## src/rtl/mrtt_pkg.sv

```systemverilog
// package: beat types, slot record, op and kind codes for the timeout table
`timescale 1ns / 1ps
`default_nettype none

package mrtt_pkg;

  localparam int SLOTS_DEFAULT = 8;

  localparam logic [2:0] OP_TICK        = 3'd0;
  localparam logic [2:0] OP_REGISTER    = 3'd1;
  localparam logic [2:0] OP_CLEAR       = 3'd2;
  localparam logic [2:0] OP_START       = 3'd3;
  localparam logic [2:0] OP_STOP_RESET  = 3'd4;
  localparam logic [2:0] OP_EDIT_DELAY  = 3'd5;
  localparam logic [2:0] OP_RESET_DELAY = 3'd6;

  localparam logic [1:0] KIND_DONE     = 2'd0;
  localparam logic [1:0] KIND_TIMEOUT  = 2'd1;
  localparam logic [1:0] KIND_CALLOUT  = 2'd2;
  localparam logic [1:0] KIND_FINAL    = 2'd3;

  typedef struct packed {
    logic [2:0]  op;
    logic [7:0]  id;
    logic [6:0]  timeout_count;
    logic [6:0]  callout_count;
    logic [6:0]  timeout_amount;
    logic [6:0]  callout_amount;
    logic [15:0] delay;
    logic        start_now;
    logic        timeout_event_enable;
    logic        callout_event_enable;
  } cmd_t;

  typedef struct packed {
    logic [1:0] kind;
    logic [7:0] event_id;
    logic [2:0] slot;
    logic       found;
    logic       last;
  } evt_t;

  typedef struct packed {
    logic [7:0]  id;
    logic        running;
    logic [15:0] delay_value;
    logic [15:0] tick_left;
    logic [6:0]  timeouts_left;
    logic [6:0]  callouts_left;
    logic [6:0]  timeout_reload;
    logic [6:0]  callout_reload;
    logic        en_timeout;
    logic        en_callout;
  } slot_rec_t;

endpackage

`default_nettype wire

```

## src/rtl/multi_slot_repeating_timeout_table_core.sv

```systemverilog
// Repeating timeout table: a ring of slot cells walked by one head controller.
// cmd channel (cmd_valid/cmd_stall/cmd) takes one op per beat: tick, register,
// clear, start, stop_reset, edit_delay or reset_delay. evt channel
// (evt_valid/evt_stall/evt) returns results; the final result of an op has
// last set. A tick returns one event beat per firing slot, then a tick-done
// beat; every other op returns one beat with the found flag and the slot.
// The slot records sit in a ring of SLOTS cells. An op rotates the ring once:
// while the output is not stalled, each cycle the head cell is read, updated
// and written back at the tail. The final beat of an op is registered after
// the walk, and the next op is accepted only once the controller is idle.
// cmd_stall is high while an op is in flight; one op is worked at a time.
// A single output register holds each result; while evt_stall holds it, the
// ring walk pauses and resumes when the beat is taken. The next op may be
// accepted while the last result still waits in the output register.
// Reset clears all slots (free, stopped, all counters zero).
`timescale 1ns / 1ps
`default_nettype none

module multi_slot_repeating_timeout_table_core
  import mrtt_pkg::*;
#(
  parameter int SLOTS = SLOTS_DEFAULT
) (
  input  logic clk,
  input  logic rst,
  input  logic cmd_valid,
  output logic cmd_stall,
  input  cmd_t cmd,
  output logic evt_valid,
  input  logic evt_stall,
  output evt_t evt
);

  localparam int CW = (SLOTS > 1) ? $clog2(SLOTS) : 1;
  localparam logic [CW-1:0] CNT_LAST = CW'(SLOTS - 1);

  typedef enum logic [2:0] {
    S_IDLE = 3'b001,
    S_WALK = 3'b010,
    S_DONE = 3'b100
  } state_t;

  state_t         state;
  logic [CW-1:0]  cnt;
  cmd_t           item;
  logic           matched;
  logic [2:0]     match_slot;

  slot_rec_t      ring [SLOTS];
  slot_rec_t      rec_next;
  logic           hit;
  logic [1:0]     ev_kind;
  logic [7:0]     want;

  logic can_emit, step_walk, done_step, emit;

  assign can_emit  = !evt_valid || !evt_stall;
  assign step_walk = (state == S_WALK) && can_emit;
  assign done_step = (state == S_DONE) && can_emit;
  assign emit      = (step_walk && (ev_kind != KIND_DONE)) || done_step;
  assign cmd_stall = (state != S_IDLE);

  for (genvar g = 0; g < SLOTS; g++) begin : g_ring
    slot_rec_t nb;
    if (g == SLOTS - 1) begin : g_tail
      assign nb = rec_next;
    end else begin : g_mid
      assign nb = ring[g+1];
    end
    mrtt_cell u_cell (
      .clk   (clk),
      .rst   (rst),
      .shift (step_walk),
      .d     (nb),
      .q     (ring[g])
    );
  end

  // head cell update
  always_comb begin
    rec_next = ring[0];
    hit      = 1'b0;
    ev_kind  = KIND_DONE;
    want     = (item.op == OP_REGISTER) ? 8'h00 : item.id;
    if (item.op == OP_TICK) begin
      if ((ring[0].id != 8'h00) && ring[0].running) begin
        if (ring[0].tick_left != 16'h0000) begin
          rec_next.tick_left = ring[0].tick_left - 16'd1;
        end else begin
          rec_next.tick_left = ring[0].delay_value;
          if (ring[0].timeouts_left != 7'd0) begin
            rec_next.timeouts_left = ring[0].timeouts_left - 7'd1;
            if (ring[0].en_timeout) ev_kind = KIND_TIMEOUT;
          end else begin
            rec_next.timeouts_left = ring[0].timeout_reload;
            if (ring[0].callouts_left != 7'd0) begin
              rec_next.callouts_left = ring[0].callouts_left - 7'd1;
              if (ring[0].en_callout) ev_kind = KIND_CALLOUT;
            end else begin
              rec_next.running       = 1'b0;
              rec_next.callouts_left = ring[0].callout_reload;
              if (ring[0].en_callout) ev_kind = KIND_FINAL;
            end
          end
        end
      end
    end else if ((item.op <= OP_RESET_DELAY) && !matched && (ring[0].id == want)) begin
      hit = 1'b1;
      unique case (item.op)
        OP_REGISTER: begin
          rec_next.id             = item.id;
          rec_next.running        = item.start_now;
          rec_next.delay_value    = item.delay;
          rec_next.tick_left      = item.delay;
          rec_next.timeouts_left  = item.timeout_count;
          rec_next.callouts_left  = item.callout_count;
          rec_next.timeout_reload = item.timeout_amount;
          rec_next.callout_reload = item.callout_amount;
          rec_next.en_timeout     = item.timeout_event_enable;
          rec_next.en_callout     = item.callout_event_enable;
        end
        OP_CLEAR: begin
          rec_next = '0;
        end
        OP_START: begin
          rec_next.running = 1'b1;
        end
        OP_STOP_RESET: begin
          rec_next.running       = 1'b0;
          rec_next.tick_left     = ring[0].delay_value;
          rec_next.timeouts_left = ring[0].timeout_reload;
          rec_next.callouts_left = ring[0].callout_reload;
        end
        OP_EDIT_DELAY: begin
          rec_next.delay_value = item.delay;
          rec_next.tick_left   = item.delay;
        end
        default: begin
          rec_next.tick_left     = ring[0].delay_value;
          rec_next.timeouts_left = ring[0].timeout_reload;
        end
      endcase
    end
  end

  // control
  always_ff @(posedge clk) begin
    if (rst) begin
      state     <= S_IDLE;
      cnt       <= '0;
      matched   <= 1'b0;
      evt_valid <= 1'b0;
    end else begin
      if (can_emit) begin
        evt_valid <= emit;
      end
      unique case (state)
        S_IDLE: begin
          if (cmd_valid) begin
            state   <= S_WALK;
            cnt     <= '0;
            matched <= 1'b0;
          end
        end
        S_WALK: begin
          if (step_walk) begin
            if (hit) matched <= 1'b1;
            if (cnt == CNT_LAST) begin
              state <= S_DONE;
            end else begin
              cnt <= cnt + 1'b1;
            end
          end
        end
        S_DONE: begin
          if (can_emit) state <= S_IDLE;
        end
        default: begin
          state <= S_IDLE;
        end
      endcase
    end
  end

  // payload registers
  always_ff @(posedge clk) begin
    if ((state == S_IDLE) && cmd_valid) begin
      item <= cmd;
    end
    if (step_walk && hit) begin
      match_slot <= 3'(cnt);
    end
    if (step_walk && (ev_kind != KIND_DONE)) begin
      evt.kind     <= ev_kind;
      evt.event_id <= ring[0].id;
      evt.slot     <= 3'(cnt);
      evt.found    <= 1'b1;
      evt.last     <= 1'b0;
    end else if (done_step) begin
      evt.kind <= KIND_DONE;
      evt.last <= 1'b1;
      if (item.op == OP_TICK) begin
        evt.event_id <= 8'h00;
        evt.slot     <= 3'd0;
        evt.found    <= 1'b0;
      end else begin
        evt.event_id <= item.id;
        evt.slot     <= matched ? match_slot : 3'd0;
        evt.found    <= matched;
      end
    end
  end

endmodule

`default_nettype wire

```

## src/rtl/mrtt_cell.sv

```systemverilog
// one ring cell holding the state of a single timer slot
`timescale 1ns / 1ps
`default_nettype none

module mrtt_cell
  import mrtt_pkg::*;
(
  input  logic      clk,
  input  logic      rst,
  input  logic      shift,
  input  slot_rec_t d,
  output slot_rec_t q
);

  always_ff @(posedge clk) begin
    if (rst) begin
      q <= '0;
    end else if (shift) begin
      q <= d;
    end
  end

endmodule

`default_nettype wire

```

## config.mk

```make
export PLATFORM = sky130hd
export DESIGN_NAME = multi_slot_repeating_timeout_table_core
export DESIGN_NICKNAME = d
export VERILOG_FILES = /design/src/rtl/mrtt_pkg.sv /design/src/rtl/multi_slot_repeating_timeout_table_core.sv /design/src/rtl/mrtt_cell.sv
export SDC_FILE = /design/constraint.sdc
export NUM_CORES = 1
export LEC_CHECK = 0
export ABC_AREA = 0
export BUFFER_PORTS_ARGS = -buffer_cell sky130_fd_sc_hd__buf_2
export CAP_MARGIN = 20
export CORE_ASPECT_RATIO = 2
export CORE_MARGIN = 1.5
export CORE_UTILIZATION = 35
export DETAILED_ROUTE_END_ITERATION = 10
export PLACE_DENSITY = 0.54
export SYNTH_ARGS = -nofsm -noshare
export SYNTH_HDL_FRONTEND = slang
export SYNTH_SLANG_ARGS = --single-unit
```

## constraint.sdc

```tcl
create_clock -name clk -period 12.9 [get_ports clk]
set_input_delay 0.645 -clock clk [delete_from_list [all_inputs] [get_ports clk]]
set_output_delay 0.645 -clock clk [all_outputs]
set_load 0.05 [all_outputs]
```

==> results of run 1 <==
flip-flops by register name, summed over array words and instances (netlist names):
| register | cells |
|---|---|
| item | 58 |
| matched | 1 |
| state | 3 |
| cnt | 3 |
| match_slot | 3 |
| evt | 15 |
| g_ring.u_cell.q | 568 |
| evt_valid | 1 |
layer usage:
metal / routed length, um / track usage, % / part of all wire (%) / vias up
li1: - / - / - / 10100
met1: 26400 / 20.5 / 39 / 9856
met2: 34900 / 33.2 / 52 / 442
met3: 2490 / 1.88 / 3.7 / 171
met4: 3640 / 9.69 / 5.4 / 0
met5: 0 / 0 / 0 / -
kinds of logic after synthesis:
group,Yosys count,share of synthesized area (%)
XOR/XNOR,4,0.141
AND/OR/NAND/NOR,1264,20.5
buffers and inverters,259,4.06
multiplexers,5,0.216
flip-flops,652,55.5
adder cells (fa/ha/maj),8,0.402
AO/OA/AOI/OAI,812,19.2
path summary, 6_finish.rpt:
path / endpoint / depth (start not counted) / from / slack (ns)
hold reg to reg: g_ring[0].u_cell.q[38]$_SDFFE_PP0P_ / 2 / g_ring[1].u_cell.q[38]$_SDFFE_PP0P_ / 0.43
setup / recovery: g_ring[7].u_cell.q[32]$_SDFFE_PP0P_ / 8 / item[55]$_DFFE_PP_ / 8.82
setup reg to reg: g_ring[7].u_cell.q[32]$_SDFFE_PP0P_ / 8 / item[55]$_DFFE_PP_ / 8.82
hold / removal: item[31]$_DFFE_PP_ / 1 / cmd[31] / 0.20
worst max-delay path, stage by stage, from the launching register on:
cell and delay [ns]:
edfxtp_1 0.35, buf_4 0.45, nor3b_2 0.37, nor2_1 0.09, o32ai_1 0.58, o21a_1 0.86, nand3_1 0.57, mux2_2 0.44
a311oi_1 0.25
area by class of cell:
type	count	area share, %
flip-flops and latches	652	49.7
multi-input cells	2093	36.4
clock buffers	81	5.80
well taps	910	4.10
repair buffers	112	2.74
clock inverters	24	1.03
inverters	21	0.284
power by group:
group | internal (mW) | switching (mW)
clock network | 0.991 | 0.774
logic | 0.0313 | 0.109
registers | 2.07 | 0.0176
through the flow:
step / std cells / cell area [sq um] / utilization [%] / hold WS, ns / setup slack (ns)
2_1_floorplan: 3004 / 24900 / - / 0.427 / 8.62
4_1_cts: 3890 / 27700 / 39.2 / 0.160 / 8.73
3_3_place_gp: 3784 / 25800 / 36.5 / 0.435 / 8.68
3_5_place_dp: 3785 / 25800 / 36.5 / 0.443 / 8.66
6_report: 3893 / 27800 / 39.3 / 0.197 / 8.82
5_1_grt: 3893 / 27800 / 39.3 / 0.171 / 8.58
placed cells by master (no fill, tap or decap), types with 4 or more instances in the layout:
master,netlist,layout
clkbuf_1,218,15
o21a_1,4,4
o31ai_1,11,11
or4_1,5,5
nor4_1,7,7
nand2_1,1041,1041
a21oi_1,563,563
a211oi_1,12,12
nand3b_1,7,7
clkbuf_16,0,58
o21ai_1,10,10
ha_1,8,8
and3_1,4,4
a22oi_1,24,24
a311oi_1,9,9
edfxtp_1,74,74
a32o_1,9,9
a22o_1,37,37
o211ai_1,11,11
nor2_1,81,79
nor3b_1,7,6
or3_1,6,6
nor3_1,47,45
bufinv_16,0,6
buf_2,12,77
o22ai_1,4,4
clkbuf_8,0,7
dfxtp_1,578,578
nand3_1,33,33
a32oi_1,8,8
a221oi_1,27,27
clkinv_2,0,9
o21ai_0,35,35
buf_4,0,27
o2111ai_1,5,5
a31oi_1,10,10
inv_1,21,21
==> flow_metrics.py, run 1 <==
metrics = {
    "yosys": {
        "synth_most_common_cell": "nand2_1",
        "synth_ff_type": "dfxtp_1",
        "mappedNetlistNets": 3074,
        "netlist.top_cell.by_area": "dfxtp_1",
        "post-synth-top-area-fraction_pct": 46.5,
        "netlist_area_sq_um": 24900,
        "netlist-cell-type-count": 73,
        "netlist_top_cells_area": "dfxtp_1, nand2_1, a21oi_1",
        "synth.yosys.warnings": 0,
        "postSynthRegisterBits": 652,
        "synth_commonest_cells": "nand2_1, dfxtp_1, a21oi_1",
        "synth-edff-count": 74,
        "post_synth.cell_area_avg_sq_um": 8.28,
        "asyncSetResetFlopFracSynth_pct": 0,
        "synth_seq_area_share_pct": 55.5,
        "netlist_instances": 3004,
    },
    "clock_network": {
        "clock_sink_count": 652,
        "clock_tree.htree_level_count": 2,
        "clock_tree.root_cell": "clkbuf_16",
        "clock_tree.buffer_depth": 3,
        "cts_setup_buffers": 0,
        "cts_tree": "built",
        "cts_hold_repair.buffers": 0,
        "post_cts_resize_count": 0,
        "worst_setup_hold_path_clk_slew_ns": 0.07,
        "clk_latency_ns": 0.62,
        "cts_buffers": 56,
    },
    "die": {
        "core_sq_um": 70600,
        "die_height_um": 380,
        "row_count": 138,
        "floorplan.die.width_um": 192,
        "die-area_sq_um": 72800,
        "starting_utilization_of_the_core_area_pct": 35.2,
        "top_level_ports": 79,
    },
    "pwr": {
        "vdd_drop_max_mv": 0.108,
        "power_total_mw": 3.99,
        "power.leakage_nw": 8.82,
        "power_density_nw_per_um2": 144,
    },
    "layout": {
        "drive_above_1_share_pct": 7.51,
        "seqCellArea_sq_um": 13800,
        "final_net_count": 3006,
        "count_of_inserted_antenna_diode_cells": 0,
        "layout-area-overhead-vs-synth_pct": 11.7,
        "num-fill-cells": 7079,
        "area_of_the_multi_input_gates_sq_um": 10100,
    },
    "timing": {
        "achievable-frequency_mhz": 245,
        "finalMaxSlewViolations": 0,
        "max-slew-margin-rel_pct": 10.7,
        "finalHoldViolations": 0,
        "final_period_minus_worst_setup_slack_ns": 4.08,
        "skew_ns": 0.0244,
        "worst-slew-pin-transition_ns": 1.34,
        "final.period_utilization_pct": 31.6,
        "rsz0062_at_grt": "no",
        "final-setup-viol-count": 0,
        "timing.setup.tns_ns": 0,
    },
    "drt": {
        "average_vias_per_placed_instance": 5.27,
        "detail_route.wl_per_cell_um": 17.3,
        "final_routed_wirelength_across_all_metal_layers_mm": 67.5,
        "dr.first_iter.drc_count": 1572,
        "ant_nets": 0,
        "route.detailed.drc": 0,
        "drt_pass_1_iters": 5,
        "vias_after_detailed_routing": 20500,
    },
    "grt": {
        "pin_count_of_the_biggest_net_entering_global_routing": 254,
        "global_route.overflow_total": 0,
        "vias_in_the_first_global_route": 19700,
        "wire_length_of_the_first_global_routing_pass_mm": 106,
        "grt_antenna_before_repair": 0,
        "global_route.usage.total_pct": 18.2,
    },
    "critical_path": {
        "crit_path_max_fanout": 41,
        "setup.worst_path.start_class": "register",
        "worst_ep_arrival_time_ns": 4.60,
        "worst-endpoint-required_ns": 13.42,
        "worst_setup_path_end_kind": "register",
        "crit_type": "register to register",
    },
    "min_path": {
        "timing.hold.worst.class": "input port to register",
    },
    "placed_design": {
        "finalWeightedCongestion": 0.857,
        "dp_hpwl_mm": 42.0,
        "io_buffer_count": 78,
    },
    "run": {
        "cap_violations": 0,
    },
    "outcome": {
        "status": "completed",
    },
}
Power figures use the tool's default switching activity.
==> run 2: changes to the inputs <==
--- a/config.mk
+++ b/config.mk
@@ -5,7 +5,7 @@
 export SDC_FILE = /design/constraint.sdc
 export NUM_CORES = 1
 export LEC_CHECK = 0
-export ABC_AREA = 0
+export ABC_AREA = 1
 export BUFFER_PORTS_ARGS = -buffer_cell sky130_fd_sc_hd__buf_2
 export CAP_MARGIN = 20
 export CORE_ASPECT_RATIO = 2
==> constraint.sdc (replaced) <==
create_clock -name clk -period 4.15 [get_ports clk]
set_input_delay 0.2075 -clock clk [delete_from_list [all_inputs] [get_ports clk]]
set_output_delay 0.2075 -clock clk [all_outputs]
set_load 0.05 [all_outputs]
==> run 2 against run 1 <==
Compared with the run above: setup slack worse by 7.7 ns; register-to-register slack worse by 7.7 ns; routed wire length up 8.5%; largest cell class unchanged; count of clock-buffer cells in the layout unchanged; flip-flop and latch count unchanged; first-iteration DRC count down 8.3%; total power rose to 3.5 times the previous value; critical path depth up 2; largest power group unchanged; critical path type unchanged; design area up 6.4%.
==> flow_metrics.py, run 2 <==
metrics = {
    "placed_design": {
        "io_buffer_count": 78,
        "finalWeightedCongestion": 0.909,
        "placed_cells_incl_taps": 4193,
        "dp_hpwl_mm": 47.3,
    },
    "critical_path": {
        "worst_setup_path_end_kind": "register",
        "crit_path_cell_trace": "clkinv_1 -> ha_1 -> nor3b_1 -> nand3_1 -> nor2_1 -> buf_4 -> nand3_1 -> a21oi_1 -> inv_1 -> nand2_1",
        "crit_path_max_fanout": 14,
        "crit_type": "register to register",
        "cp_top_family": "simple AND/OR/NAND/NOR gates",
        "critical-path-max-stage-delay_ns": 0.50,
        "crit_buf_inv": 3,
        "critical_path.slowest_cell": "nand2_1",
        "setup.worst_path.start_class": "register",
        "worst_ep_arrival_time_ns": 3.30,
        "worst-endpoint-required_ns": 4.42,
        "critical_path.most_common_cell": "nand3_1",
    },
    "die": {
        "core_sq_um": 72900,
        "starting_utilization_of_the_core_area_pct": 35.3,
        "top_level_ports": 79,
        "die-area_sq_um": 75300,
        "row_count": 140,
        "floorplan.die.width_um": 195,
        "die_height_um": 387,
    },
    "clock_network": {
        "clock_tree.buffer_depth": 3,
        "clock_tree.htree_level_count": 2,
        "cts_buffers": 59,
        "clock_tree.root_cell": "clkbuf_16",
        "clk_latency_ns": 0.64,
        "worst_setup_hold_path_clk_slew_ns": 0.07,
        "post_cts_resize_count": 0,
        "clock_sink_count": 652,
        "cts_tree": "built",
    },
    "yosys": {
        "main_combinational_cell_family_by_area_after_synthesis": "simple AND/OR/NAND/NOR gates",
        "synth-edff-count": 74,
        "post_synth_xor_area_fraction_pct": 0.272,
        "netlist_area_sq_um": 25700,
        "post-synth-top-area-fraction_pct": 44.9,
        "synthAdderAreaFrac_pct": 0.389,
        "synth.area.mux_share_pct": 0,
        "post_synth.cell_area_avg_sq_um": 7.64,
        "synth_seq_area_share_pct": 53.6,
        "netlist_top_cells_area": "dfxtp_1, nor2_1, o21ai_0",
        "synth_most_common_cell": "nor2_1",
        "synth_commonest_cells": "nor2_1, o21ai_0, dfxtp_1",
        "synth_simple_gate_area_share_pct": 22.2,
        "synth.yosys.warnings": 0,
        "mappedNetlistNets": 3440,
        "asyncSetResetFlopFracSynth_pct": 0,
        "postSynthRegisterBits": 652,
        "synthesized_area_fraction_occupied_by_ao_oa_aoi_and_oai_cells_pct": 17.3,
        "synth_ff_type": "dfxtp_1",
        "netlist_instances": 3370,
        "netlist-cell-type-count": 43,
        "netlist.top_cell.by_area": "dfxtp_1",
    },
    "grt": {
        "pin_count_of_the_biggest_net_entering_global_routing": 228,
        "wire_length_of_the_first_global_routing_pass_mm": 116,
        "global_route.usage.total_pct": 19.3,
        "global_route.overflow_total": 0,
        "grt_antenna_before_repair": 2,
        "vias_in_the_first_global_route": 21200,
    },
    "timing": {
        "final.period_utilization_pct": 72.9,
        "achievable-frequency_mhz": 331,
        "hold-worst-slack_ns": 0.119,
        "timing.setup.tns_ns": 0,
        "max-slew-margin-rel_pct": 25.2,
        "final_period_minus_worst_setup_slack_ns": 3.02,
        "rsz0062_at_grt": "no",
        "finalMaxSlewViolations": 0,
        "worst-slew-pin-transition_ns": 1.12,
        "final-setup-viol-count": 0,
        "skew_ns": 0.0259,
        "finalHoldViolations": 0,
    },
    "min_path": {
        "timing.hold.worst.class": "input port to register",
    },
    "drt": {
        "detail_route.wl_per_cell_um": 16.8,
        "drt_pass_1_iters": 5,
        "ant_nets": 0,
        "average_vias_per_placed_instance": 4.97,
        "final_routed_wirelength_across_all_metal_layers_mm": 73.3,
        "route.detailed.drc": 0,
        "vias_after_detailed_routing": 21700,
        "dr.first_iter.drc_count": 1441,
    },
    "layout": {
        "drive_above_1_share_pct": 7.30,
        "count_of_inserted_antenna_diode_cells": 0,
        "max_flop_register": "g_ring.u_cell.q",
        "registers_with_the_most_flip_flops": "g_ring.u_cell.q x568, item x58, evt x15",
        "layout-area-overhead-vs-synth_pct": 14.8,
        "fin_util_pct": 40.5,
        "largest_register_ffs": 568,
        "instances_no_fill": 4363,
        "final_net_count": 3460,
        "mostFrequentLayoutCell": "nor2_1",
        "final_cell_mix": "nor2_1, o21ai_0, dfxtp_1",
    },
    "pwr": {
        "power.leakage_nw": 13.3,
        "vdd_drop_max_mv": 0.341,
        "power_density_nw_per_um2": 479,
    },
    "outcome": {
        "status": "completed",
    },
    "run": {
        "cap_violations": 0,
    },
}
## run 2: changes by cell type after synthesis, sizes merged, moves of 35 or more
cell   delta
a21oi   -371
a22o     -35
inv     +168
nand2   -667
nand3    +85
nor2    +836
nor3     -42
o21ai   +569
## run 2: final timing paths
kind / from / endpoint / slack, ns / depth (start not counted)
min reg2reg: g_ring[7].u_cell.q[64]$_SDFFE_PP0P_ / g_ring[6].u_cell.q[64]$_SDFFE_PP0P_ / 0.45 / 2
max reg2reg: g_ring[0].u_cell.q[30]$_SDFFE_PP0P_ / evt[9]$_DFFE_PP_ / 1.13 / 10
max: g_ring[0].u_cell.q[30]$_SDFFE_PP0P_ / evt[9]$_DFFE_PP_ / 1.13 / 10
min: evt_stall / evt_valid$_SDFFE_PP0P_ / 0.12 / 5
## run 2: what timing repair did
item | CTS | global route
hold buffers | 59 | 0
endpoints found under the setup margin | 0 | 0
hold endpoints to repair | 59 | 0
buffers inserted | 0 | 0
## run 2: through the flow
stage                     power, mW  area, sq um  setup slack (ns)
final                          14.2        29500              1.13
after global placement         8.36        26900              1.16
after CTS                      14.3        29500              1.09
after floorplan                7.88        25700             0.280
after global routing           14.7        29500             0.807
after detailed placement       8.36        26900              1.11
## run 2: worst reg2reg max path, delay by kind of cell, from the launching register on
family          cells  cell delay, ns
flops               1            0.33
buf+inv             3            0.58
compound gates      1            0.25
fa+ha+maj           1            0.20
simple gates        5            1.28
## run 2: kinds of logic after synthesis
kind of cell    after synthesis
fa+ha+maj                     8
flops                       652
xor+xnor                      8
buf+inv                     414
compound gates              860
simple gates               1428
## run 2: where the power goes
group | internal, mW | switching [mW] | leakage, nW
Sequential | 6.71 | 0.196 | 5.41
Clock | 3.37 | 2.53 | 1.02
Combinational | 0.419 | 0.936 | 6.84
## run 2: per-layer routing
layer / routed length (um) / global-route usage (%)
met1: 28600 / 20.8
met2: 37800 / 35.5
met3: 1910 / 2.00
met4: 4900 / 12.4
met5: 0 / 0
## run 2: area by class of cell
class,instances,area (sq um)
fill,7567,43300
sequential,652,13800
multi-input combinational,2304,10300
clock buffer,81,1690
timing repair buffer,181,1440
tap,923,1150
inverter,192,738
clock inverter,30,389
==> run 3: changes to the inputs <==
==> constraint.sdc (replaced) <==
create_clock -name clk -period 3 [get_ports clk]
set_input_delay 0.15 -clock clk [delete_from_list [all_inputs] [get_ports clk]]
set_output_delay 0.15 -clock clk [all_outputs]
set_load 0.05 [all_outputs]
==> run 3 against run 2 <==
Compared with the run above: setup slack got worse by 0.76 ns; final cell count is 0.83% higher; sequential share of layout area down 0.82 points; clock power rose by 46%; core utilization is 0.73 points higher; critical path depth increased by 3; flip-flop and latch count did not move; via count grew 0.94%; maximum frequency rose by 15%.
==> flow_metrics.py, run 3 (synthesis results as in run 2) <==
metrics = {
    "placed_design": {
        "dpl_cell_area_sq_um": 27300,
        "dp_hpwl_mm": 48.4,
        "io_buffer_count": 78,
        "finalWeightedCongestion": 0.939,
    },
    "pwr": {
        "vdd_drop_max_mv": 0.465,
        "power_density_nw_per_um2": 669,
        "power.leakage_nw": 13.5,
    },
    "drt": {
        "ant_nets": 0,
        "dr.first_iter.drc_count": 1337,
        "dr_wl_met3_mm": 2.03,
        "route.detailed.drc": 0,
        "met1_length_mm": 28.5,
        "detail_route.wl_per_cell_um": 16.7,
        "vias_after_detailed_routing": 21900,
        "routed-wl-met2_mm": 38.2,
        "route.top_layer_used": "met4",
        "average_vias_per_placed_instance": 4.98,
        "final_routed_wirelength_across_all_metal_layers_mm": 73.4,
        "drt_pass_1_iters": 5,
    },
    "timing": {
        "timing.setup.tns_ns": 0,
        "rsz0062_at_grt": "no",
        "worst-slew-pin-transition_ns": 0.916,
        "final.period_utilization_pct": 87.8,
        "achievable-frequency_mhz": 380,
        "skew_ns": 0.0340,
        "final-setup-viol-count": 0,
        "max-slew-margin-rel_pct": 38.9,
        "finalHoldViolations": 0,
        "final_period_minus_worst_setup_slack_ns": 2.63,
        "finalMaxSlewViolations": 0,
    },
    "die": {
        "row_count": 140,
        "starting_utilization_of_the_core_area_pct": 35.3,
        "floorplan.die.width_um": 195,
        "die_height_um": 387,
        "core_sq_um": 72900,
        "die-area_sq_um": 75300,
        "top_level_ports": 79,
    },
    "clock_network": {
        "cts_buffers": 59,
        "worst_setup_hold_path_clk_slew_ns": 0.07,
        "clk_latency_ns": 0.65,
        "cts_setup_buffers": 0,
        "clock_tree.htree_level_count": 2,
        "clock_sink_count": 652,
        "clock_tree.buffer_depth": 3,
        "clock_tree.root_cell": "clkbuf_16",
        "cts_tree": "built",
    },
    "layout": {
        "postLayoutCellArea_sq_um": 30100,
        "layout-area-overhead-vs-synth_pct": 16.8,
        "max_flop_register": "g_ring.u_cell.q",
        "drive_above_1_share_pct": 8.57,
        "seqCellArea_sq_um": 13800,
        "area_of_the_multi_input_gates_sq_um": 10300,
        "final_cell_mix": "nor2_1, o21ai_0, dfxtp_1",
        "mostFrequentLayoutCell": "nor2_1",
        "count_of_inserted_antenna_diode_cells": 0,
        "fin_util_pct": 41.3,
        "registers_with_the_most_flip_flops": "g_ring.u_cell.q x568, item x58, evt x15",
        "final_net_count": 3497,
        "largest_register_ffs": 568,
        "num-fill-cells": 7535,
    },
    "grt": {
        "global_route.overflow_total": 0,
        "global_route.usage.total_pct": 19.4,
        "wire_length_of_the_first_global_routing_pass_mm": 116,
        "pin_count_of_the_biggest_net_entering_global_routing": 168,
        "grt_antenna_before_repair": 0,
        "vias_in_the_first_global_route": 21300,
    },
    "min_path": {
        "timing.hold.worst.class": "input port to register",
        "hold_path_end": "evt_valid$_SDFFE_PP0P_",
        "holdCritStartpoint": "evt_stall",
        "cell_depth_of_the_worst_hold_path": 5,
    },
    "critical_path": {
        "worst_ep_arrival_time_ns": 3.19,
        "worst_r2r_startpoint": "item[56]$_DFFE_PP_",
        "reg2reg_slack_ns": 0.37,
        "cell_count_of_the_worst_reg_to_reg_path": 13,
        "critPathLaunch": "item[56]$_DFFE_PP_",
        "worst_r2r_endpoint": "g_ring[7].u_cell.q[67]$_SDFFE_PP0P_",
        "worst-endpoint-required_ns": 3.55,
        "crit_type": "register to register",
        "crit_path_max_fanout": 49,
        "worst_setup_path_end_kind": "register",
        "setup.worst_path.start_class": "register",
    },
    "run": {
        "cap_violations": 0,
    },
    "outcome": {
        "status": "completed",
    },
}
[run 3: cell types whose count changed in the layout (fill, tap and decap cells not counted), sizes merged]
cell | before | now
bufinv | 8 | 13
clkinvlp | 4 | 5
dlygate4sd3 | 59 | 60
buf | 122 | 158
clkbuf | 81 | 71
inv | 193 | 196
[run 3: worst max path at each step]
stage	to	slack, ns	depth (start not counted)
3_5_place_dp	g_ring[7].u_cell.q[67]$_SDFFE_PP0P_	0.38	13
4_1_cts	g_ring[7].u_cell.q[3]$_SDFFE_PP0P_	0.35	13
6_report	g_ring[7].u_cell.q[67]$_SDFFE_PP0P_	0.37	13
2_1_floorplan	item[0]$_DFFE_PP_	0.14	4
3_3_place_gp	g_ring[7].u_cell.q[66]$_SDFFE_PP0P_	0.41	13
5_1_grt	g_ring[7].u_cell.q[3]$_SDFFE_PP0P_	0.15	13
[run 3: area by class of cell]
cell class / count / share of cell area, %
Timing Repair Buffer: 218 / 6.08
Tap cell: 923 / 3.84
Clock inverter: 39 / 1.91
Inverter: 192 / 2.45
Multi-Input combinational cell: 2304 / 34.4
Sequential cell: 652 / 45.9
Clock buffer: 71 / 5.47
[run 3: timing repair]
item / in CTS / in global routing
hold endpoints to repair: 91 / 0
hold buffers: 60 / 0
gates resized for setup: 0 / 0
[run 3: where the power goes]
part | leakage, nW | total [mW] | internal [mW] | switching (mW)
Sequential | 5.41 | 9.54 | 9.27 | 0.268
Combinational | 7.04 | 1.96 | 0.632 | 1.33
Clock | 1.09 | 8.61 | 5.05 | 3.56
[run 3: per-layer routing]
layer	vias to the layer above	GRT usage [%]
met3	179	2.14
li1	11100	-
met4	0	12.2
met1	10300	20.8
met5	-	0
met2	379	35.8
[run 3: critical path: stages (launching register included)]
cell and delay [ns]:
edfxtp_1 0.47, inv_2 0.13, nand3_4 0.21, nand3_1 0.14, nand2_1 0.05, nor2_1 0.25, nand3_4 0.19, nor2_4 0.19
buf_12 0.26, nand2_2 0.26, nand2_1 0.14, nand3_1 0.09, nand2_1 0.08, inv_1 0.04
[run 3: through the flow]
| stage | cells | hold slack (ns) | setup WS (ns) | power (mW) |
|---|---|---|---|---|
| 6_report | 4399 | 0.0670 | 0.365 | 20.1 |
| 5_1_grt | 4399 | 0.0866 | 0.147 | 20.9 |
| 4_1_cts | 4399 | 0.0276 | 0.352 | 20.4 |
| 3_5_place_dp | 4229 | 0.328 | 0.385 | 11.6 |
| 3_3_place_gp | 4229 | 0.327 | 0.411 | 11.6 |
| 2_1_floorplan | 3370 | 0.249 | 0.139 | 10.9 |
